==> config.mk <==
export PLATFORM = sky130hd
export DESIGN_NAME = tce_ctrl
export DESIGN_NICKNAME = d
export VERILOG_FILES = /design/src/tce_pkg.sv /design/src/tce_ctrl.sv
export SDC_FILE = /design/constraint.sdc
export NUM_CORES = 1
export LEC_CHECK = 0
export BUFFER_PORTS_ARGS = -buffer_cell sky130_fd_sc_hd__clkbuf_2
export CORE_AREA = 3 3 40 42
export DETAILED_ROUTE_END_ITERATION = 12
export DIE_AREA = 0 0 43 45
export SETUP_SLACK_MARGIN = 0.05
export SLEW_MARGIN = 20
export SYNTH_ARGS = -nofsm -noshare
export SYNTH_HDL_FRONTEND = slang
export SYNTH_SLANG_ARGS = --single-unit
export TNS_END_PERCENT = 30
==> constraint.sdc <==
create_clock -name clk -period 1.34 [get_ports clk]
set_input_delay 0.201 -clock clk [delete_from_list [all_inputs] [get_ports clk]]
set_output_delay 0.201 -clock clk [all_outputs]
set_load 0.01 [all_outputs]
==> src/tce_pkg.sv <==
// Package for the telemetry event correlator.
// Holds shared constants, register indexes and the controller/datapath link types.
// No dependencies.
package tce_pkg;

	localparam int DEPTH_DEF     = 64;
	localparam int TIME_BITS_DEF = 48;

	localparam int SEQ_W     = 32;
	localparam int CAP_W     = 7;
	localparam int CFG_IDX_W = 2;

	localparam logic [CFG_IDX_W-1:0] REG_SAMPLE_CAPACITY = 2'd0;
	localparam logic [CFG_IDX_W-1:0] REG_MAX_SKEW        = 2'd1;
	localparam logic [CFG_IDX_W-1:0] REG_EXACT_ONLY      = 2'd2;

	localparam logic [CAP_W-1:0] CAPACITY_RESET = 7'd64;
	localparam int               MAX_SKEW_RESET = 1000000;

	localparam logic OP_PUSH  = 1'b0;
	localparam logic OP_MATCH = 1'b1;

	typedef struct packed {
		logic ready_in;
		logic push;
		logic scan;
		logic load_out;
	} tce_cmd_t;

	typedef struct packed {
		logic in_valid;
		logic opcode;
		logic scan_done;
		logic out_busy;
	} tce_status_t;

endpackage

==> src/tce_ctrl.sv <==
// Controller state machine of the telemetry event correlator.
// Depends on tce_pkg for the command and status types.
module tce_ctrl import tce_pkg::*; (
	input  logic        clk,
	input  logic        arst_n,
	input  tce_status_t sts,
	output tce_cmd_t    cmd
);

	typedef enum logic [3:0] {
		S_IDLE   = 4'b0001,
		S_PUSH   = 4'b0010,
		S_SCAN   = 4'b0100,
		S_RESULT = 4'b1000
	} state_t;

	state_t state_q, state_d;

	always_comb begin
		state_d      = state_q;
		cmd.ready_in = 1'b0;
		cmd.push     = 1'b0;
		cmd.scan     = 1'b0;
		cmd.load_out = 1'b0;
		unique case (state_q)
			S_IDLE: begin
				cmd.ready_in = 1'b1;
				if (sts.in_valid) begin
					state_d = (sts.opcode == OP_PUSH) ? S_PUSH : S_SCAN;
				end
			end
			S_PUSH: begin
				cmd.push = 1'b1;
				state_d  = S_RESULT;
			end
			S_SCAN: begin
				cmd.scan = 1'b1;
				if (sts.scan_done) begin
					state_d = S_RESULT;
				end
			end
			S_RESULT: begin
				if (!sts.out_busy) begin
					cmd.load_out = 1'b1;
					state_d      = S_IDLE;
				end
			end
			default: state_d = S_IDLE;
		endcase
	end

	always_ff @(posedge clk or negedge arst_n) begin
		if (!arst_n) begin
			state_q <= S_IDLE;
		end else begin
			state_q <= state_d;
		end
	end

endmodule

==> metrics.yaml, run 1 <==
run_status: "finished with violations"
violations: "negative setup slack"
netlist_top_cells_area: "dfrtp_1 (34%), dfstp_2 (12%), nand3b_1 (6.8%), nor4b_2 (6.8%), nand2b_1 (5.6%)"
finalMaxSlewViolations: 0
overflow: 0
cts_max_level: 1
crit_chain: "or3b_4 > nor2_4 > buf_6"
area_growth_syn_to_layout_pct: 76.3
relSlewSlack_pct: 85.0
yosysMostFrequentCell: "dfrtp_1"
ys_ff_latch: 4
yosys_warnings: 0
cp.depth: 3
clockRootBuffer: "clkbuf_4"
final-instance-count-excl-fill: 55
synth-xor-area-share_pct: 0
synth_area_um2: 221
crit_path_end_kind: "primary output"
synthArstFlopShare_pct: 100
grt_use_total_pct: 7.19
synth-simple-area-share_pct: 39.5
synth_compound_area_share_pct: 13.0
layout-drive-gt1-share_pct: 57.5
remaining_drc_errors: 0
ios: 10
max_freq_mhz: 685
crit_buf_inv: 1
critPathArrivalTime_ns: 1.26
clk_latency_ns: 0.24
finalSetupViolations: 4
multi_input_area_um2: 141
yosys.area.top_type: "dfrtp_1"
dieArea_um2: 1940
drv_cap: 0
netlist.area_leader.share_pct: 33.9
grt_pass1_vias: 270
startpoint_type: "register"
setup_slack_ns: -0.120
critical_path_class: "register to primary output"
wire_per_inst_um: 10.1
antenna_found_initial: 0
portBuffers: 9
grt_first_pass_wirelength_um: 1000
min_path_type: "input pin to register"
ys.flop_type: "dfrtp_1"
drt_iter0_drc: 0
cp_slowest_cell: "or3b_4"
synth_cells: 21
ir_drop_uv: 583
largest_register_ffs: 4
fin_skew_ns: 0.00724
fp.dieH_um: 45
timing.setup.tns_ns: -0.238
via_count: 229
cts_tree: "done"
worstMarginPinSlew_ns: 0.224
synth_edf_count: 0
power_density_nw_per_um2: 1640
synth_top_family_by_area: "simple AND/OR/NAND/NOR gates"
routed_wl_um: 557
initial_utilization_pct: 17.2
rsz0062_at_grt: "yes"
top_register: "state_q"
crit_fanout: 4
coreArea_um2: 1280
fin_crit_ns: 1.46
synthDistinctLibCells: 16
die_w_um: 43
r2r_cells: 4
yosysSeqAreaShare_pct: 45.8
yosys-top-cells-count: "dfrtp_1 (3), nand2b_1 (2), nand3b_1 (2), nor3_1 (2)"
finalCritPeriodShare_pct: 109
seq_area_um2: 101
clockBufferDepth: 2
cp.required_ns: 1.14
critPathTopFamily: "simple AND/OR/NAND/NOR gates"
syn_area_per_cell_um2: 10.5
dr.pass1.iters: 1
cpPeakStageDelay_ns: 0.42
synthAdderAreaFrac_pct: 0
syn_nets: 27
power_leakage_nw: 0.180
hold_depth: 2
ant_nets: 0
gp_routability_congestion: 0.691
reg_top3: "state_q (4)"
insertedDiodeCount: 0
viasPerCell: 4.16
finalHoldViolations: 0
fin_util_pct: 30.4
place_inst: 47
fillerInstances: 144
path_clk_slew_ns: 0.04
preCtsSetupSlack_ns: 0.0512
grt_max_degree: 6
cts.sinks: 4
fin_nets: 47
row_count: 13
cts_made_buffers: 3
synthMuxAreaShare_pct: 0
-- through the flow --
step | area [um^2] | hold WS [ns] | power, mW
after detailed placement | 300 | 0.0113 | 0.412
after global placement | 300 | 0.00805 | 0.410
after floorplan | 221 | -0.0946 | 0.317
after global routing | 390 | 0.199 | 0.687
after CTS | 384 | 0.187 | 0.650
final | 390 | 0.193 | 0.639
-- per-layer routing --
metal  share of wire, %  GRT usage [%]  vias to the layer above
li1                   -              -                      114
met1                 37           6.59                      108
met2                 55           12.6                        7
met3                8.4           1.99                        0
met4                  0           7.23                        0
met5                  0              0                        -
-- placed cells by master, fill, tap and decap left out, types with 2 or more instances in the layout --
master and n:
nand2b_1 2, nand3b_1 2, dfrtp_1 3, clkbuf_2 5, clkbuf_4 3, buf_4 5, buf_2 3
-- layout make-up --
class | instances | share of cell area [%]
clock buffer | 4 | 6.73
inverter | 1 | 0.962
sequential | 4 | 26.0
timing repair buffer | 15 | 25.3
multi-input combinational | 16 | 36.2
tap | 15 | 4.81
-- what timing repair did --
action | in CTS | in global routing
hold endpoints to repair | 4 | 0
endpoints found under the setup margin | 4 | 6
resized for setup | 5 | 5
gates cloned | 0 | 0
hold buffers | 1 | 0
setup buffers | 3 | 0
-- worst reg2reg max path: cells and delay by family (launching register included) --
kind                   cells  cell delay, ns
buffers and inverters      1            0.15
and+or+nand+nor            2            0.45
DFF                        1            0.41
AOI/OAI and AO/OA          1            0.14
-- where the power goes --
part / switching (mW) / internal, mW
Clock: 0.0508 / 0.112
Sequential: 0.0266 / 0.163
Combinational: 0.138 / 0.149
-- final timing paths --
kind | startpoint | to | slack [ns]
worst max-delay path | state_q[1] | cmd[2] | -0.12
worst min-delay path | sts[2] | state_q[2] | 0.19
min in group asynchronous | arst_n | state_q[1] | 0.29
worst min register to register | state_q[3] | state_q[3] | 0.61
worst max register to register | state_q[2] | state_q[2] | 0.14
max in group asynchronous | arst_n | state_q[0] | 0.83
-- cell families after synthesis --
family | after synthesis
buffers and inverters | 1
AOI/OAI and AO/OA | 4
and+or+nand+nor | 12
DFF | 4
(Power assumes the default switching activity.)
==> run 2, diff against run 1 <==
--- a/config.mk
+++ b/config.mk
@@ -5,10 +5,10 @@
 export SDC_FILE = /design/constraint.sdc
 export NUM_CORES = 1
 export LEC_CHECK = 0
-export BUFFER_PORTS_ARGS = -buffer_cell sky130_fd_sc_hd__clkbuf_2
 export CORE_AREA = 3 3 40 42
 export DETAILED_ROUTE_END_ITERATION = 12
 export DIE_AREA = 0 0 43 45
+export DONT_BUFFER_PORTS = 1
 export SETUP_SLACK_MARGIN = 0.05
 export SLEW_MARGIN = 20
 export SYNTH_ARGS = -nofsm -noshare
==> run 2 against run 1 <==
The flow still finishes with violations (negative setup slack). Largest cell class unchanged. Power shrank 7.8%. Die area is the same. Sequential share of layout area grew 5.7 points. Fmax grew 2.9%. Largest power group unchanged. Highest routed layer unchanged. Worst hold slack lost 0.097 ns. Final cell count shrank 18%. Critical endpoint unchanged.
==> metrics.yaml, run 2 (same netlist as run 1, synthesis figures left out) <==
crit_path_end_kind: "primary output"
routed_wl_um: 497  # -11%
finalCritPeriodShare_pct: 106  # -3.1 points
cpPeakStageDelay_ns: 0.43  # about the same
relSlewSlack_pct: 82.7  # -2.3 points
portBuffers: 0  # -9
viasPerCell: 4.20  # +0.87%
ant_nets: 0  # unchanged
wire_per_inst_um: 11.0  # +9.1%
cp.required_ns: 1.14  # about the same
fin_util_pct: 25.5  # -4.9 points
fp.dieH_um: 45  # unchanged
crit_buf_inv: 0  # -1
top_register: "state_q"
area_growth_syn_to_layout_pct: 48.0
cts.sinks: 4  # unchanged
clk_latency_ns: 0.24  # about the same
drv_cap: 0  # unchanged
fin_area_um2: 328  # -16%
violations: "negative setup slack"
grt_max_degree: 7  # +1
drt_iter0_drc: 2  # +2
critPathTopFamily: "simple AND/OR/NAND/NOR gates"
cts_tree: "done"
ir_drop_uv: 509  # -13%
power_leakage_nw: 0.129  # -28%
max_freq_mhz: 705  # +2.9%
finalHoldViolations: 0  # unchanged
largest_register_ffs: 4  # unchanged
hpwl_um: 399
crit_fanout: 6  # +2
die_w_um: 43  # unchanged
critPathArrivalTime_ns: 1.22  # -0.04 ns
fin_crit_ns: 1.42  # -0.0417 ns
post_cts_buffers: 0  # -3
worstMarginPinSlew_ns: 0.258  # +0.0341 ns
cts_made_buffers: 3  # unchanged
final_common_cell: "buf_4"
row_count: 13  # unchanged
setup_slack_ns: -0.0785  # +0.0417 ns
fillerInstances: 139  # -3.5%
cts_max_level: 1  # unchanged
whs_ns: 0.0959  # -0.0970 ns
hp-start: "sts[2]"
startpoint_type: "register"
reg2reg_from: "state_q[1]"
fin_skew_ns: 0.00723  # -0.0000107 ns
path_clk_slew_ns: 0.04  # about the same
finalSetupViolations: 3  # -1
remaining_drc_errors: 0  # unchanged
overflow: 0  # unchanged
rsz0062_at_grt: "yes"
dr.pass1.iters: 2  # +1
via_count: 189  # -17%
crit_chain: "or3b_4 > nor2_4"
place_inst: 40  # -15%
coreArea_um2: 1280  # unchanged
cp-startpoint: "state_q[3]"
placed_cell_area_um2: 270  # -10%
min_path_type: "input pin to register"
antenna_found_initial: 0  # unchanged
ios: 10  # unchanged
power_density_nw_per_um2: 1800  # +9.8%
fin_nets: 37  # -21%
layout_common_cells: "buf_4 (4), clkbuf_4 (3), nand2b_1 (2), nand3b_1 (2), dfrtp_2 (2)"
final-instance-count-excl-fill: 45  # -18%
reg_top3: "state_q (4)"
insertedDiodeCount: 0  # unchanged
cp_slowest_cell: "dfrtp_2"
preCtsSetupSlack_ns: 0.119  # +0.0677 ns
clockBufferDepth: 2  # unchanged
finalMaxSlewViolations: 0  # unchanged
grt_use_total_pct: 6.28  # -0.91 points
run_status: "finished with violations"
clockRootBuffer: "clkbuf_4"
dieArea_um2: 1940  # unchanged
initial_utilization_pct: 17.2  # unchanged
gp_routability_congestion: 0.652  # -5.7%
layout-drive-gt1-share_pct: 50.0  # -7.5 points
critical_path_class: "register to primary output"
grt_first_pass_wirelength_um: 834  # -17%
grt_pass1_vias: 207  # -23%
[run 2: cell types whose count changed in the layout (fill, tap and decap cells not counted), sizes merged]
cell / previous run / this run
buf: 9 / 4
clkbuf: 9 / 4
[run 2: repair_timing]
action	CTS	global route
endpoints found under the setup margin	4	4
hold endpoints to repair	4	0
gates cloned	0	0
resized for setup	5	1
hold buffers	1	0
pin swaps	1	0
[run 2: worst paths after layout]
check / to / depth (start not counted) / slack (ns)
hold reg to reg: state_q[3] / 2 / 0.62
max in group asynchronous: state_q[0] / 1 / 0.87
min in group asynchronous: state_q[2] / 1 / 0.23
setup reg to reg: state_q[1] / 3 / 0.13
setup / recovery: cmd[2] / 2 / -0.08
hold / removal: state_q[2] / 1 / 0.1
[run 2: where the power goes]
part / total, mW / internal [mW] / leakage [nW] / switching (mW)
registers: 0.203 / 0.165 / 0.0480 / 0.0375
clock network: 0.160 / 0.112 / 0.0150 / 0.0485
logic: 0.226 / 0.120 / 0.0664 / 0.106
total: 0.589 / 0.397 / 0.129 / 0.192
[run 2: cell type report]
type / count / area (um^2) / area share [%]
timing repair buffer: 5 / 40.0 / 12.2
inverter: 1 / 3.75 / 1.15
multi-input combinational: 16 / 135 / 41.2
sequential: 4 / 104 / 31.7
tap: 15 / 18.8 / 5.73
clock buffer: 4 / 26.3 / 8.02
[run 2: per-layer routing]
metal	GRT usage, %	share of wire (%)	vias to the layer above	routed length (um)
li1	-	-	94	-
met1	6.36	40	86	201
met2	9.28	48	9	240
met3	2.39	11	0	55
met4	7.23	0	0	0
met5	0	0	-	0
[run 2: through the flow]
stage	TNS, ns	total power, mW
floorplan	0	0.317
global placement	0	0.398
detailed placement	0	0.401
CTS	-0.206	0.605
global route	-0.376	0.636
finish	-0.140	0.589
==> run 3, diff against run 2 <==
==> constraint.sdc (replaced) <==
create_clock -name clk -period 1.3 [get_ports clk]
set_input_delay 0.195 -clock clk [delete_from_list [all_inputs] [get_ports clk]]
set_output_delay 0.195 -clock clk [all_outputs]
set_load 0.01 [all_outputs]
==> run 3 against run 2 <==
The run still ends with negative setup slack left. First-iteration DRC count shrank 100%. Highest routed layer unchanged. Final area grew 1.1%. Critical path depth is the same. Utilization grew 0.29 points. Clock power grew 5%. Critical endpoint unchanged. Non-clock buffer count is the same. Largest power group is now registers.
==> metrics.yaml, run 3 (same netlist as run 1, synthesis figures left out) <==
fin_crit_ns: 1.42
via_count: 194  # +2.6%
wire_per_inst_um: 13.0  # +17%
path_clk_slew_ns: 0.04  # about the same
drv_cap: 0  # unchanged
finalSetupViolations: 4  # +1
gp_routability_congestion: 0.622  # -4.6%
hpwl_um: 439  # +9.9%
seq_area_um2: 105  # +1.2%
cts_tree: "done"
cts.sinks: 4  # unchanged
final_common_cell: "buf_4"
final-instance-count-excl-fill: 45  # unchanged
largest_register_ffs: 4  # unchanged
preCtsSetupSlack_ns: 0.0569  # -0.0620 ns
clockRootBuffer: "clkbuf_4"
portBuffers: 0  # unchanged
viasPerCell: 4.31  # +2.6%
grt_max_degree: 7  # unchanged
area_growth_syn_to_layout_pct: 49.7
clk_latency_ns: 0.24  # about the same
grt_first_pass_wirelength_um: 1030  # +23%
relSlewSlack_pct: 84.5  # +1.7 points
ios: 10  # unchanged
antenna_found_initial: 0  # unchanged
timing.setup.tns_ns: -0.383  # -0.243 ns
dieArea_um2: 1940  # unchanged
total_power_mw: 0.628  # +6.7%
die_w_um: 43  # unchanged
power_density_nw_per_um2: 1900  # +5.5%
coreArea_um2: 1280  # unchanged
fin_util_pct: 25.8  # +0.29 points
finalCritPeriodShare_pct: 109
overflow: 0  # unchanged
reg_top3: "state_q (4)"
cts_max_level: 1  # unchanged
insertedDiodeCount: 0  # unchanged
ant_nets: 0  # unchanged
max_freq_mhz: 703
violations: "negative setup slack"
fillerInstances: 139  # unchanged
critPathArrivalTime_ns: 1.23  # about the same
fin_skew_ns: 0.00883  # +0.00160 ns
remaining_drc_errors: 0  # unchanged
worstMarginPinSlew_ns: 0.231  # -0.0277 ns
layout-drive-gt1-share_pct: 50.0  # unchanged
min_path_type: "input pin to register"
crit_path_end_kind: "primary output"
fp.dieH_um: 45  # unchanged
rsz0062_at_grt: "yes"
row_count: 13  # unchanged
setup_slack_ns: -0.123  # -0.0443 ns
routed_wl_um: 583  # +17%
top_register: "state_q"
layout_common_cells: "buf_4 (4), clkbuf_4 (3), dfrtp_2 (3)"
initial_utilization_pct: 17.2  # unchanged
finalHoldViolations: 0  # unchanged
cp.required_ns: 1.11  # -0.03 ns
grt_use_total_pct: 7.78  # +1.5 points
finalMaxSlewViolations: 0  # unchanged
clockBufferDepth: 2  # unchanged
drt_iter0_drc: 0  # -2
multi_input_area_um2: 138  # +1.9%
critical_path_class: "register to primary output"
run_status: "finished with violations"
startpoint_type: "register"
cts_made_buffers: 3  # unchanged
grt_pass1_vias: 220  # +6.3%
power_leakage_nw: 0.137  # +5.6%
fin_nets: 37  # unchanged
ir_drop_uv: 446  # -12%
dr.pass1.iters: 1  # -1
crit_fanout: 5  # -1
place_inst: 39  # -2.5%
==> run 3: cell counts in the layout (fill, tap and decap cells not counted) <==
No cell type changed its count.
==> run 3: where the power goes <==
group	switching, mW	internal (mW)	total, mW
logic	0.0867	0.131	0.218
clock network	0.0532	0.115	0.168
registers	0.0688	0.174	0.242
total	0.209	0.420	0.628
==> run 3: critical path, stage by stage (launching register included) <==
cell,delay [ns]
dfrtp_2,0.43
or3b_4,0.43
nor2_4,0.13
==> run 3: cell type report <==
class	instances	area share, %
Multi-Input combinational cell	16	41.5
Sequential cell	4	31.7
Inverter	1	1.13
Clock buffer	4	7.92
Tap cell	15	5.66
Timing Repair Buffer	5	12.1
==> run 3: timing repair <==
action / CTS / global route
buffers inserted: 1 / 0
hold buffers: 1 / 0
setup endpoints to repair: 4 / 7
gates resized for setup: 6 / 0
endpoints found under the hold margin: 4 / 0
==> run 3: final timing paths <==
check,from,endpoint,slack [ns],depth (start not counted)
setup / recovery,state_q[3],cmd[2],-0.12,2
hold / removal,sts[2],state_q[2],0.10,1
setup reg to reg,state_q[0],state_q[2],0.06,3
hold reg to reg,state_q[0],state_q[3],0.59,1
max in group asynchronous,arst_n,state_q[0],0.82,1
min in group asynchronous,arst_n,state_q[1],0.23,1
==> run 3: metal layers <==
metal / wire length, um / track usage, % / up-vias
met5: 0 / 0 / -
met4: 0 / 7.23 / 0
met3: 78 / 3.98 / 0
met2: 255 / 10.2 / 10
met1: 249 / 9.05 / 88
li1: - / - / 96
==> run 3: metrics by stage <==
stage / cell area [um^2] / hold WS (ns)
6_report: 332 / 0.100
5_1_grt: 332 / 0.0925
4_1_cts: 332 / 0.0919
3_5_place_dp: 272 / -0.100
2_1_floorplan: 230 / -0.101
3_3_place_gp: 272 / -0.100
